--- config.mk ---
export PLATFORM = sky130hd
export DESIGN_NAME = rotation_to_unit_quaternion_core
export DESIGN_NICKNAME = d
export VERILOG_FILES = /design/src/rtuq_pkg.sv /design/src/rtuq_front.sv /design/src/rtuq_queue.sv /design/src/rtuq_sqrt.sv /design/src/rtuq_back.sv /design/src/rotation_to_unit_quaternion_core.sv
export SDC_FILE = /design/constraint.sdc
export NUM_CORES = 2
export LEC_CHECK = 0
export ABC_CLOCK_PERIOD_IN_PS = 7100
export BUFFER_PORTS_ARGS = -buffer_cell sky130_fd_sc_hd__buf_4
export CAP_MARGIN = 20
export CORE_UTILIZATION = 30
export CTS_CLUSTER_DIAMETER = 40
export DETAILED_ROUTE_END_ITERATION = 16
export PLACE_DENSITY_LB_ADDON = 0.15
export RECOVER_POWER = 100
export SLEW_MARGIN = 5
export SYNTH_ARGS = -nofsm -noshare
export SYNTH_HDL_FRONTEND = slang
export SYNTH_SLANG_ARGS = --single-unit
export TNS_END_PERCENT = 5
--- constraint.sdc ---
create_clock -name clk -period 7.1 [get_ports clk]
set_input_delay 1.42 -clock clk [delete_from_list [all_inputs] [get_ports clk]]
set_output_delay 1.42 -clock clk [all_outputs]
set_load 0.02 [all_outputs]
--- src/rtuq_pkg.sv ---
package rtuq_pkg;

  localparam int FRAC_BITS_DEF = 14;
  localparam int IN_W          = 16;
  localparam int W_OUT_W       = 15;
  localparam int V_OUT_W       = 16;
  localparam int QUEUE_DEPTH   = 2;

  // sign of each off-diagonal difference, set when the difference is below zero
  typedef struct packed {
    logic x_neg;
    logic y_neg;
    logic z_neg;
  } sign_t;

  // signed radicand width: 1.0 plus three 16-bit terms
  function automatic int rad_w(input int f);
    return ((f > 17) ? f : 17) + 2;
  endfunction

  // one root bit per stage; radicand scaled up by f-2 bits before the root
  function automatic int sqrt_stages(input int f);
    return (rad_w(f) - 1 + f - 2 + 1) / 2;
  endfunction

endpackage

--- src/rtuq_front.sv ---
module rtuq_front #(
  parameter int FRAC_BITS = rtuq_pkg::FRAC_BITS_DEF
) (
  input  logic                                       clk,
  input  logic                                       rst_n,
  input  logic                                       start,
  output logic                                       busy,
  input  logic signed [rtuq_pkg::IN_W-1:0]           row0_col0,
  input  logic signed [rtuq_pkg::IN_W-1:0]           row0_col1,
  input  logic signed [rtuq_pkg::IN_W-1:0]           row0_col2,
  input  logic signed [rtuq_pkg::IN_W-1:0]           row1_col0,
  input  logic signed [rtuq_pkg::IN_W-1:0]           row1_col1,
  input  logic signed [rtuq_pkg::IN_W-1:0]           row1_col2,
  input  logic signed [rtuq_pkg::IN_W-1:0]           row2_col0,
  input  logic signed [rtuq_pkg::IN_W-1:0]           row2_col1,
  input  logic signed [rtuq_pkg::IN_W-1:0]           row2_col2,
  input  logic                                       queue_full,
  output logic                                       push,
  output logic [3:0][rtuq_pkg::rad_w(FRAC_BITS)-2:0] rad,
  output rtuq_pkg::sign_t                            signs
);
  import rtuq_pkg::*;

  localparam int RW  = rad_w(FRAC_BITS);
  localparam int RPW = RW - 1;
  localparam logic signed [RW-1:0] ONE_V = RW'(64'd1 << FRAC_BITS);

  logic signed [RW-1:0]   xx_e, yy_e, zz_e;
  logic signed [RW-1:0]   rsum [4];
  logic signed [IN_W:0]   dx, dy, dz;
  logic [3:0][RPW-1:0]    rad_nxt, rad_r;
  sign_t                  sign_nxt, sign_r;
  logic                   valid_r, valid_nxt;
  logic                   take, load;

  assign xx_e = RW'(row0_col0);
  assign yy_e = RW'(row1_col1);
  assign zz_e = RW'(row2_col2);

  assign rsum[0] = ONE_V + xx_e + yy_e + zz_e;
  assign rsum[1] = ONE_V + xx_e - yy_e - zz_e;
  assign rsum[2] = ONE_V - xx_e + yy_e - zz_e;
  assign rsum[3] = ONE_V - xx_e - yy_e + zz_e;

  // rounding can push a radicand below zero: clamp
  always_comb begin
    for (int i = 0; i < 4; i++) begin
      rad_nxt[i] = rsum[i][RW-1] ? '0 : rsum[i][RPW-1:0];
    end
  end

  assign dx = (IN_W+1)'(row2_col1) - (IN_W+1)'(row1_col2);
  assign dy = (IN_W+1)'(row0_col2) - (IN_W+1)'(row2_col0);
  assign dz = (IN_W+1)'(row1_col0) - (IN_W+1)'(row0_col1);

  // zero difference counts as positive
  assign sign_nxt = '{x_neg: dx[IN_W], y_neg: dy[IN_W], z_neg: dz[IN_W]};

  assign push = valid_r && !queue_full;
  assign busy = valid_r && queue_full;
  assign take = start && !busy;
  assign load = take;

  always_comb begin
    valid_nxt = valid_r;
    if (push) begin
      valid_nxt = 1'b0;
    end
    if (take) begin
      valid_nxt = 1'b1;
    end
  end

  always_ff @(posedge clk) begin
    if (!rst_n) begin
      valid_r <= 1'b0;
    end else begin
      valid_r <= valid_nxt;
    end
  end

  always_ff @(posedge clk) begin
    if (load) begin
      rad_r  <= rad_nxt;
      sign_r <= sign_nxt;
    end
  end

  assign rad   = rad_r;
  assign signs = sign_r;

endmodule

--- src/rtuq_queue.sv ---
module rtuq_queue #(
  parameter int DW    = 75,
  parameter int DEPTH = rtuq_pkg::QUEUE_DEPTH
) (
  input  logic          clk,
  input  logic          rst_n,
  input  logic          push,
  input  logic [DW-1:0] push_data,
  output logic          full,
  output logic          pop_valid,
  output logic [DW-1:0] pop_data
);
  import rtuq_pkg::*;

  localparam int PW = (DEPTH > 1) ? $clog2(DEPTH) : 1;
  localparam int CW = $clog2(DEPTH + 1);

  logic [DW-1:0] mem_r [DEPTH];
  logic [PW-1:0] wr_ptr_r, wr_ptr_nxt, rd_ptr_r, rd_ptr_nxt;
  logic [CW-1:0] count_r, count_nxt;
  logic          pop;

  // the back end takes a request every cycle one is waiting
  assign pop       = (count_r != '0);
  assign pop_valid = pop;
  assign pop_data  = mem_r[rd_ptr_r];
  assign full      = (count_r == CW'(DEPTH));

  always_comb begin
    wr_ptr_nxt = wr_ptr_r;
    rd_ptr_nxt = rd_ptr_r;
    if (push) begin
      wr_ptr_nxt = (wr_ptr_r == PW'(DEPTH - 1)) ? '0 : wr_ptr_r + PW'(1);
    end
    if (pop) begin
      rd_ptr_nxt = (rd_ptr_r == PW'(DEPTH - 1)) ? '0 : rd_ptr_r + PW'(1);
    end
    count_nxt = count_r + CW'(push) - CW'(pop);
  end

  always_ff @(posedge clk) begin
    if (!rst_n) begin
      wr_ptr_r <= '0;
      rd_ptr_r <= '0;
      count_r  <= '0;
    end else begin
      wr_ptr_r <= wr_ptr_nxt;
      rd_ptr_r <= rd_ptr_nxt;
      count_r  <= count_nxt;
    end
  end

  always_ff @(posedge clk) begin
    if (push) begin
      mem_r[wr_ptr_r] <= push_data;
    end
  end

endmodule

--- src/rtuq_sqrt.sv ---
module rtuq_sqrt #(
  parameter int H = 15
) (
  input  logic           clk,
  input  logic [2*H-1:0] n_in,
  output logic [H-1:0]   root_out,
  output logic [H+1:0]   rem_out
);
  import rtuq_pkg::*;

  localparam int NW = 2 * H;

  logic [NW-1:0] n_r    [H-1];
  logic [H-1:0]  root_r [H];
  logic [H+1:0]  rem_r  [H];

  // digit-by-digit root, one result bit per stage; remainder kept for rounding
  for (genvar k = 0; k < H; k++) begin : g_stage
    logic [NW-1:0] n_prev;
    logic [H-1:0]  root_prev;
    logic [H+1:0]  rem_prev;
    logic [H+3:0]  rem_sh, trial, rem_sub;
    logic          ge;

    if (k == 0) begin : g_first
      assign n_prev    = n_in;
      assign root_prev = '0;
      assign rem_prev  = '0;
    end else begin : g_next
      assign n_prev    = n_r[k-1];
      assign root_prev = root_r[k-1];
      assign rem_prev  = rem_r[k-1];
    end

    assign rem_sh  = {rem_prev, n_prev[NW-1-2*k -: 2]};
    assign trial   = {2'b00, root_prev, 2'b01};
    assign ge      = (rem_sh >= trial);
    assign rem_sub = rem_sh - trial;

    always_ff @(posedge clk) begin
      root_r[k] <= {root_prev[H-2:0], ge};
      rem_r[k]  <= ge ? rem_sub[H+1:0] : rem_sh[H+1:0];
    end

    if (k < H - 1) begin : g_carry
      always_ff @(posedge clk) begin
        n_r[k] <= n_prev;
      end
    end
  end

  assign root_out = root_r[H-1];
  assign rem_out  = rem_r[H-1];

endmodule

--- src/rtuq_back.sv ---
module rtuq_back #(
  parameter int FRAC_BITS = rtuq_pkg::FRAC_BITS_DEF
) (
  input  logic                                       clk,
  input  logic                                       rst_n,
  input  logic                                       req_valid,
  input  logic [3:0][rtuq_pkg::rad_w(FRAC_BITS)-2:0] rad,
  input  rtuq_pkg::sign_t                            signs,
  output logic                                       out_valid,
  output logic [rtuq_pkg::W_OUT_W-1:0]               out_quat_w,
  output logic signed [rtuq_pkg::V_OUT_W-1:0]        out_quat_x,
  output logic signed [rtuq_pkg::V_OUT_W-1:0]        out_quat_y,
  output logic signed [rtuq_pkg::V_OUT_W-1:0]        out_quat_z
);
  import rtuq_pkg::*;

  localparam int RPW = rad_w(FRAC_BITS) - 1;
  localparam int H   = sqrt_stages(FRAC_BITS);
  localparam int NW  = 2 * H;
  localparam int MW  = FRAC_BITS + 1;
  localparam int OW  = (MW > V_OUT_W) ? MW : V_OUT_W;
  localparam logic [H:0] ONE_Q = (H+1)'(64'd1 << FRAC_BITS);

  logic        vld_r  [H];
  sign_t       sign_r [H];
  logic [OW-1:0] ext  [4];
  logic        out_valid_r;
  logic [W_OUT_W-1:0]        w_r;
  logic [V_OUT_W-1:0]        x_r, y_r, z_r;
  logic [V_OUT_W-1:0]        vec_nxt [3];
  logic [OW-1:0]             neg_ext [3];

  for (genvar i = 0; i < 4; i++) begin : g_lane
    logic [NW-1:0] n_in;
    logic [H-1:0]  root;
    logic [H+1:0]  rem;
    logic [H:0]    q;
    logic [MW-1:0] mag;

    assign n_in = NW'({rad[i], {(FRAC_BITS-2){1'b0}}});

    rtuq_sqrt #(.H(H)) u_sqrt (
      .clk     (clk),
      .n_in    (n_in),
      .root_out(root),
      .rem_out (rem)
    );

    // round to nearest: remainder beyond root means the upper neighbour is closer
    assign q   = (H+1)'(root) + (H+1)'(rem > (H+2)'(root));
    assign mag = (q > ONE_Q) ? ONE_Q[MW-1:0] : q[MW-1:0];
    assign ext[i] = OW'(mag);
  end

  always_comb begin
    neg_ext[0] = sign_r[H-1].x_neg ? (OW'(0) - ext[1]) : ext[1];
    neg_ext[1] = sign_r[H-1].y_neg ? (OW'(0) - ext[2]) : ext[2];
    neg_ext[2] = sign_r[H-1].z_neg ? (OW'(0) - ext[3]) : ext[3];
    for (int j = 0; j < 3; j++) begin
      vec_nxt[j] = neg_ext[j][V_OUT_W-1:0];
    end
  end

  always_ff @(posedge clk) begin
    if (!rst_n) begin
      for (int k = 0; k < H; k++) begin
        vld_r[k] <= 1'b0;
      end
      out_valid_r <= 1'b0;
    end else begin
      vld_r[0] <= req_valid;
      for (int k = 1; k < H; k++) begin
        vld_r[k] <= vld_r[k-1];
      end
      out_valid_r <= vld_r[H-1];
    end
  end

  always_ff @(posedge clk) begin
    sign_r[0] <= signs;
    for (int k = 1; k < H; k++) begin
      sign_r[k] <= sign_r[k-1];
    end
    w_r <= ext[0][W_OUT_W-1:0];
    x_r <= vec_nxt[0];
    y_r <= vec_nxt[1];
    z_r <= vec_nxt[2];
  end

  assign out_valid  = out_valid_r;
  assign out_quat_w = w_r;
  assign out_quat_x = x_r;
  assign out_quat_y = y_r;
  assign out_quat_z = z_r;

endmodule

--- src/rotation_to_unit_quaternion_core.sv ---
// Rotation matrix to unit quaternion. Raise start with the nine Q1.14 matrix entries; the
// request is taken on a clock edge where busy is low. Each request gives one result, shown
// for a single cycle with out_valid high, in request order. A new matrix can be given
// every cycle while busy is low: the front stage forms and clamps the four radicands and
// the signs, a two-entry queue hands them to the back end, and four square-root pipelines
// resolving one root bit per stage run in lock step. The back end never stalls, so busy
// stays low in normal use. There is no output back-pressure: results must be taken when
// shown.
module rotation_to_unit_quaternion_core #(
  parameter int FRAC_BITS = rtuq_pkg::FRAC_BITS_DEF
) (
  input  logic                                clk,
  input  logic                                rst_n,
  input  logic                                start,
  output logic                                busy,
  input  logic signed [rtuq_pkg::IN_W-1:0]    in_row0_col0,
  input  logic signed [rtuq_pkg::IN_W-1:0]    in_row0_col1,
  input  logic signed [rtuq_pkg::IN_W-1:0]    in_row0_col2,
  input  logic signed [rtuq_pkg::IN_W-1:0]    in_row1_col0,
  input  logic signed [rtuq_pkg::IN_W-1:0]    in_row1_col1,
  input  logic signed [rtuq_pkg::IN_W-1:0]    in_row1_col2,
  input  logic signed [rtuq_pkg::IN_W-1:0]    in_row2_col0,
  input  logic signed [rtuq_pkg::IN_W-1:0]    in_row2_col1,
  input  logic signed [rtuq_pkg::IN_W-1:0]    in_row2_col2,
  output logic                                out_valid,
  output logic [rtuq_pkg::W_OUT_W-1:0]        out_quat_w,
  output logic signed [rtuq_pkg::V_OUT_W-1:0] out_quat_x,
  output logic signed [rtuq_pkg::V_OUT_W-1:0] out_quat_y,
  output logic signed [rtuq_pkg::V_OUT_W-1:0] out_quat_z
);
  import rtuq_pkg::*;

  localparam int RPW = rad_w(FRAC_BITS) - 1;
  localparam int SW  = $bits(sign_t);
  localparam int DW  = 4 * RPW + SW;

  logic                queue_full, push, pop_valid;
  logic [3:0][RPW-1:0] front_rad, back_rad;
  sign_t               front_signs, back_signs;
  logic [DW-1:0]       push_data, pop_data;

  rtuq_front #(.FRAC_BITS(FRAC_BITS)) u_front (
    .clk       (clk),
    .rst_n     (rst_n),
    .start     (start),
    .busy      (busy),
    .row0_col0 (in_row0_col0),
    .row0_col1 (in_row0_col1),
    .row0_col2 (in_row0_col2),
    .row1_col0 (in_row1_col0),
    .row1_col1 (in_row1_col1),
    .row1_col2 (in_row1_col2),
    .row2_col0 (in_row2_col0),
    .row2_col1 (in_row2_col1),
    .row2_col2 (in_row2_col2),
    .queue_full(queue_full),
    .push      (push),
    .rad       (front_rad),
    .signs     (front_signs)
  );

  assign push_data = {front_rad, front_signs};

  rtuq_queue #(.DW(DW), .DEPTH(QUEUE_DEPTH)) u_queue (
    .clk      (clk),
    .rst_n    (rst_n),
    .push     (push),
    .push_data(push_data),
    .full     (queue_full),
    .pop_valid(pop_valid),
    .pop_data (pop_data)
  );

  assign back_rad   = pop_data[DW-1:SW];
  assign back_signs = pop_data[SW-1:0];

  rtuq_back #(.FRAC_BITS(FRAC_BITS)) u_back (
    .clk       (clk),
    .rst_n     (rst_n),
    .req_valid (pop_valid),
    .rad       (back_rad),
    .signs     (back_signs),
    .out_valid (out_valid),
    .out_quat_w(out_quat_w),
    .out_quat_x(out_quat_x),
    .out_quat_y(out_quat_y),
    .out_quat_z(out_quat_z)
  );

endmodule

# == Word-level counts from Yosys, hierarchy flattened ==
# Memories as Yosys holds them, arrays and structs flattened. A register that Yosys moved wholly into a read port is not among the register bits.
# Cells that the tools add are included.
# Widths: inputs -> output; s select.
# totals
ram_bits,3810
output_inout_bits,65
ff_bits,143
mem_count,15
# mem_list
memory,depth,word_bits,rd,rd_ports_with_merged_regs,wr,line,text
u_back.g_lane[0].u_sqrt.n_r,14,30,14,0,14,rtuq_sqrt.sv:13,logic [NW-1:0] n_r [H-1];
u_back.g_lane[1].u_sqrt.n_r,14,30,14,0,14,rtuq_sqrt.sv:13,
u_back.g_lane[2].u_sqrt.n_r,14,30,14,0,14,rtuq_sqrt.sv:13,
u_back.g_lane[3].u_sqrt.n_r,14,30,14,0,14,rtuq_sqrt.sv:13,
u_back.g_lane[0].u_sqrt.rem_r,15,17,15,0,15,rtuq_sqrt.sv:15,logic [H+1:0] rem_r [H];
u_back.g_lane[1].u_sqrt.rem_r,15,17,15,0,15,rtuq_sqrt.sv:15,
9 more memories,--,--,--,--,--,--,
# op_classes
mux,91
eq_ne,1
n_reduce_logical,8
bitwise,15
magnitude_cmp,68
addsub,84
# ops
op,count
$ge 19x17->1,56
$mux 17,60
$sub 17x17->17,56
$mux 15,6
$gt 17x15->1,4
$add 15x1->16,4
$gt 16x15->1 const B,4
$sub 16x16->17,3
$sub 1x15->16 const A,3
$sub 19x16->19,2
$add 17x16->18,2
$sub 17x16->18,2
$mux 1,25
$add 18x16->19,1
$add 19x16->19,1
$add 16x16->17 const A,1
$sub 16x16->17 const A,1
$or 1x1->1,15
$sub 2x1->3 const B,4
$ge 2x1->1 const B,4
$reduce_bool 2->1,2
$logic_and 1x1->1,3
$logic_not 1->1,3
$add 1x1->1 const B,2
3 further kinds,3

# == Depth between registers and ports, before layout ==
# An unclocked memory read counts as a cell.
# depth
ltp_word,7
depth_mapped,27
ltp_nobuf,26

# == By module ==
# A second synthesis with hierarchy kept.
# unflattened
cells_unflattened,10353
hier_area_um2,107222.8
# modules_own_cells
mod,area_per_inst_um2,cells_per_inst,n_inst,seq_area_each_um2
rtuq_sqrt (u_back.g_lane[0].u_sqrt ...),21251.6,2079,3,11350.9
rtuq_sqrt (u_back.g_lane[3].u_sqrt),21151.5,2056,1,11350.9
rtuq_front,9185.1,974,1,2272.2
rtuq_back,7305.8,831,1,2482.4
rtuq_queue,5825.6,255,1,4604.4

# == Least setup slack after synthesis ==
# Ideal clock, no wire load.
# synth_timing
path_type,in2reg
from,input port in_row0_col0[4] (netlist bit)
to,"register u_front.rad_r, in the netlist u_front.rad[43], data pin"
path_buffers,2
slack_ps,972
stages,17
arrival_ps,5862
required_time_ps,6834
cell_sequence,or4_1 -> nor4_1 -> nor3b_1 -> nand2_1 -> xnor2_1 -> ha_1 -> clkbuf_1 -> or4_1 -> a211o_1 -> a31o_2 -> ha_1 -> a21o_1 -> a31oi_1 -> o21ai_0 -> o22ai_1 -> clkbuf_1 -> nor2_1
# synth_via
elab_chain_cells,3
# synth_lines
item,line,text
from (decl),rotation_to_unit_quaternion_core.sv:16,"input logic signed [rtuq_pkg::IN_W-1:0] in_row0_col0,"
$sub 16x16->17,rtuq_front.sv:42,assign rsum[2] = ONE_V - xx_e + yy_e - zz_e;
$add 17x16->18,rtuq_front.sv:42,
$sub 19x16->19,rtuq_front.sv:42,
to (signal assigned),rtuq_front.sv:84,rad_r <= rad_nxt;
to (decl),rtuq_front.sv:31,"logic [3:0][RPW-1:0] rad_nxt, rad_r;"
# Every way passes these cells.
# A chain may end at the register's enable or synchronous reset.

==> summary by stage <==
Status
The flow ran to the end, but the final reports show violations. The checks that failed: max-capacitance violations, max-slew violations.

Final layout
At the end of the flow, the number of nets in the layout was 10310. Counting the fill cells in the layout gives 29350. The fraction of final layout cells sized beyond drive strength 1 is 11.4%. The library cells used most frequently in the layout, excluding fill and tap cells, are sky130_fd_sc_hd__dfxtp_1 (1822), sky130_fd_sc_hd__inv_1 (859), sky130_fd_sc_hd__ha_1 (744).

The signed area change from the synthesized netlist to the final layout is 20.9%. The library cell used most frequently in the layout, excluding fill and tap cells, is sky130_fd_sc_hd__dfxtp_1.

Clocking
The number of hold-repair buffers added at the cts stage is 0. At the later pin of the worst-skew pair, clock insertion delay measures 0.86 ns. The count of cells resized by post-cts repair is 0. The H-tree generated during clock tree synthesis spans 5 levels. The total clock buffers created by CTS is 361. Buffers added to address setup during post-CTS repair amount to 0. The clock-pin transition on the worst setup and hold timing paths is 0.05 ns. The clock net sink count is 2047. The maximum clock insertion buffer count is 4.

In this run the clock root is driven by a sky130_fd_sc_hd__clkbuf_16. The clock tree from TritonCTS is done.

GRT
Global routing used 12.0% of the available tracks across all layers. The global-route wire length before repair is 305000 um. Entering global routing, the biggest net connects 65 pins. Summed over all layers, the global routing overflow is 0. The number of antenna violations at the first check in global routing is 4. The via count of the first global-routing pass came to 62390.

Worst hold path
The worst hold path belongs to the class reg -> reg.

Synth
Of all flip-flops after synthesis, the portion carrying an async set or reset was 0%. The complex-gate fraction of the synthesized area is 11.6%. The Yosys step of the flow raised 0 warnings. The number of synthesized flops with an enable pin is 225.

The cell area that synthesis handed to floorplanning was 0.0894 mm^2. The post-synthesis share of cell area spent on full adders, half adders and majority gates is 11.5%. Summing the sequential cell areas from Yosys gives 48.4% of the chip area. The largest family of logic cells by synthesized area is simple AND/OR/NAND/NOR gates. The distinct cell type count of the synthesized netlist is 85. The predominant post-synthesis flop cell is sky130_fd_sc_hd__dfxtp_1. In this run, synthesis produced a sequential element count of 2047. The mean cell area of the mapped netlist is 10.1 um^2.

In the synthesized netlist, the number of instances is 8887. The basic-gate share of the synthesized area counting and, or, nand and nor cells is 13.1%. The XOR/XNOR share of the synthesized area is 7.75%.

The share of cell area taken by muxes after synthesis is 3.49%.

STA
The worst clock skew on the final layout is 0.0450 ns. In this run the tightest slew margin relative to its limit is -138%. The total count of hold-check failures in the final report was 0. The number of pins exceeding their max-slew limit in the final report is 280. After layout, the worst path uses 89.4% of the clock period. The count of endpoints failing setup in the final report is 0. The post-route setup TNS is 0 ns. The worst path in the final design needs a cycle of 6.35 ns, including I/O delays and setup. Setup repair after global routing left no endpoint under its margin. The slew at the pin closest to its max-slew limit is 3.57 ns. Based on the critical path, the design can be clocked at up to 158 MHz.

Placement
The placer's final routability congestion estimate is 0.828. The count of buffers from port buffering is 211. Detailed placement ended at an HPWL of 140000 um.

Die
The effective utilization at floorplan is 30.1%. In this run the core area contains 200 standard-cell rows. The die covers 0.300 mm^2. The horizontal die dimension is 548 um. The region available for standard cell placement spans 0.297 mm^2. The number of primary I/O pins is 212.

The height of the chip is 548 um.

Pwr
Total power for the finished layout comes to 47500 uW. For this design the static power due to leakage is 0.0492 uW. VDD sags by at most 207 uV.

Dividing total power by cell area gives a power density of 440 mW/mm^2.

Setup path
Data arrives at the worst endpoint at 7.04 ns. In this run the worst setup path terminates at u_back.out_quat_z[8]$_DFF_P_. The worst register-to-register path begins at u_back.g_lane[3].u_sqrt.root_r[1][91]$_DFF_P_. The endpoint identified for the worst register-to-register timing path is u_back.out_quat_z[8]$_DFF_P_. The endpoint kind of the worst setup timing path is a flop. In this run the worst path has a maximum fanout of 17. Tracing the worst setup path back leads to its startpoint at u_back.g_lane[3].u_sqrt.root_r[1][91]$_DFF_P_. The required time reported for the critical path endpoint is 7.79 ns. The worst setup path is launched from a flop. For the worst flop-to-flop path, the logic depth is 27.

The worst setup path is of the reg -> reg kind. The internal reg-to-reg setup slack is 0.75 ns.

Route
The first-pass iteration count of the detailed router is 5. The via count is 61013. The mean routed wirelength per cell is 13.5 um. The detail route stage leaves a number of antenna-violating nets equal to 0. The wire length reported by the detailed router is 184000 um. In the routed design, unresolved DRC markers number 0.

The number of DRC markers after the initial detailed-route iteration is 2129. The via density per instance is 4.48.

Job
The tool flagged a number of max-cap violations equal to 6.
-- Yosys cell counts, types with 34 or more instances --
cell type | number | share of area (%)
sky130_fd_sc_hd__dfxtp_1 | 1822 | 41
sky130_fd_sc_hd__inv_1 | 859 | 3.6
sky130_fd_sc_hd__ha_1 | 744 | 10
sky130_fd_sc_hd__nor2_1 | 637 | 2.7
sky130_fd_sc_hd__xnor2_1 | 501 | 4.9
sky130_fd_sc_hd__a21oi_1 | 483 | 2.7
sky130_fd_sc_hd__nand2_1 | 472 | 2.0
sky130_fd_sc_hd__o21ai_0 | 394 | 2.2
sky130_fd_sc_hd__xor2_1 | 290 | 2.8
sky130_fd_sc_hd__mux2_2 | 260 | 3.3
sky130_fd_sc_hd__nor3_1 | 256 | 1.4
sky130_fd_sc_hd__edfxtp_1 | 225 | 7.6
sky130_fd_sc_hd__nand3_1 | 163 | 0.91
sky130_fd_sc_hd__a21o_1 | 160 | 1.3
sky130_fd_sc_hd__o21a_1 | 147 | 1.2
sky130_fd_sc_hd__clkbuf_1 | 118 | 0.50
sky130_fd_sc_hd__or3_1 | 118 | 0.83
sky130_fd_sc_hd__nand2b_1 | 102 | 0.71
sky130_fd_sc_hd__nor4_1 | 89 | 0.62
sky130_fd_sc_hd__o31ai_1 | 79 | 0.66
sky130_fd_sc_hd__nor2b_1 | 78 | 0.55
sky130_fd_sc_hd__nand4_1 | 69 | 0.48
sky130_fd_sc_hd__or2_2 | 64 | 0.45
sky130_fd_sc_hd__and2_1 | 63 | 0.44
sky130_fd_sc_hd__a211oi_1 | 55 | 0.46
sky130_fd_sc_hd__and3_1 | 55 | 0.39
sky130_fd_sc_hd__fa_1 | 49 | 1.1
sky130_fd_sc_hd__or4_1 | 49 | 0.41
sky130_fd_sc_hd__o21bai_1 | 47 | 0.39
sky130_fd_sc_hd__nand3b_1 | 37 | 0.31
sky130_fd_sc_hd__a2111oi_0 | 34 | 0.33
-- critical path, stage by stage (launching register included) --
cell                       delay (ns)
sky130_fd_sc_hd__dfxtp_1         0.42
sky130_fd_sc_hd__inv_1           0.07
sky130_fd_sc_hd__ha_1            0.30
sky130_fd_sc_hd__nor2b_1         0.14
sky130_fd_sc_hd__o21a_1          0.16
sky130_fd_sc_hd__o21a_1          0.16
sky130_fd_sc_hd__o21a_1          0.16
sky130_fd_sc_hd__o21ai_0         0.14
sky130_fd_sc_hd__a21oi_1         0.08
sky130_fd_sc_hd__o31ai_1         0.24
sky130_fd_sc_hd__a31oi_1         0.12
sky130_fd_sc_hd__ha_1            0.25
sky130_fd_sc_hd__ha_1            0.26
sky130_fd_sc_hd__xor2_1          0.16
sky130_fd_sc_hd__or3_1           0.33
sky130_fd_sc_hd__or3b_2          0.52
sky130_fd_sc_hd__or3_1           0.43
sky130_fd_sc_hd__o311ai_0        0.46
sky130_fd_sc_hd__o311ai_2        0.18
sky130_fd_sc_hd__clkbuf_1        0.32
sky130_fd_sc_hd__inv_1           0.18
sky130_fd_sc_hd__nand2_1         0.07
sky130_fd_sc_hd__ha_1            0.24
sky130_fd_sc_hd__o21ai_0         0.16
sky130_fd_sc_hd__or4_1           0.26
sky130_fd_sc_hd__and2_0          0.20
sky130_fd_sc_hd__xnor2_1         0.13
sky130_fd_sc_hd__o21ai_0         0.08
-- sequential cells by signal (all words and copies together) (netlist names), named ones only --
signal / count
u_back.vld_r: 15
u_queue.wr_ptr_r: 1
u_front.rad: 72
u_back.out_quat_y: 16
u_front.signs: 3
u_front.valid_r: 1
u_back.g_lane.u_sqrt.rem_r: 924
u_queue.rd_ptr_r: 1
u_back.sign_r: 45
u_back.g_lane.u_sqrt.n_r: 288
u_back.out_quat_w: 15
u_back.g_lane.u_sqrt.root_r: 480
u_back.out_quat_x: 16
u_back.out_valid: 1
u_queue.count_r: 2
u_queue.mem_r: 150
u_back.out_quat_z: 16
-- cell type report --
type / count / area [um^2] / area share, %
inverter: 863 / 3240 / 3.00
multi-input combinational: 5850 / 42400 / 39.3
antenna: 6 / 15.0 / 0.0139
timing repair buffer: 247 / 1480 / 1.37
clock buffer: 445 / 10000 / 9.30
sequential: 2047 / 43200 / 40.0
clock inverter: 209 / 2630 / 2.43
tap: 3939 / 4930 / 4.56
-- how the worst min path moves through the flow --
stage	depth (start not counted)	startpoint	slack, ns	end
final	0	u_back.g_lane[0].u_sqrt.n_r[0][46]$_DFF_P_	0.30	u_back.g_lane[0].u_sqrt.n_r[0][76]$_DFF_P_
after global routing	0	u_back.g_lane[0].u_sqrt.n_r[0][46]$_DFF_P_	0.31	u_back.g_lane[0].u_sqrt.n_r[0][76]$_DFF_P_
after floorplan	0	u_back.g_lane[0].u_sqrt.n_r[0][72]$_DFF_P_	0.31	u_back.g_lane[0].u_sqrt.n_r[0][102]$_DFF_P_
after detailed placement	0	u_back.g_lane[0].u_sqrt.n_r[0][162]$_DFF_P_	0.31	u_back.g_lane[0].u_sqrt.n_r[0][192]$_DFF_P_
after global placement	0	u_back.g_lane[2].u_sqrt.n_r[0][47]$_DFF_P_	0.31	u_back.g_lane[2].u_sqrt.n_r[0][77]$_DFF_P_
after CTS	0	u_back.g_lane[2].u_sqrt.n_r[0][14]$_DFF_P_	0.31	u_back.g_lane[2].u_sqrt.n_r[0][44]$_DFF_P_
-- cells by family after synthesis --
group           after synthesis
simple gates               2340
fa+ha+maj                   793
mux                         279
compound gates             1643
buf+inv                     993
xor+xnor                    791
flops                      2047
other cells                   1
-- metrics by stage --
| step | area (um^2) | hold slack [ns] | util, % | cells | worst slack, ns |
|---|---|---|---|---|---|
| after floorplan | 89400 | 0.310 | - | 8890 | 0.972 |
| after global placement | 95700 | 0.310 | 32.3 | 12944 | 0.596 |
| after detailed placement | 95700 | 0.312 | 32.3 | 12945 | 0.571 |
| after CTS | 108000 | 0.305 | 36.5 | 13599 | 1.03 |
| after global routing | 108000 | 0.312 | 36.4 | 13605 | 0.212 |
| final | 108000 | 0.305 | 36.4 | 13606 | 0.754 |
-- power by group --
part           internal, uW  switching (uW)  leakage (uW)  total [uW]
sequential            14900            1900        0.0173       16800
clock                 11600            5900       0.00614       17500
combinational          6070            7090        0.0257       13200
-- metal layers --
| metal | up-vias | global-route usage (%) | routed length [um] |
|---|---|---|---|
| li1 | 31777 | - | - |
| met5 | - | 0 | 0 |
| met2 | 973 | 20.6 | 84600 |
| met3 | 402 | 2.08 | 6660 |
| met4 | 0 | 4.32 | 5670 |
| met1 | 27861 | 15.0 | 87200 |
No activity file was read; power rests on OpenSTA's default activity.
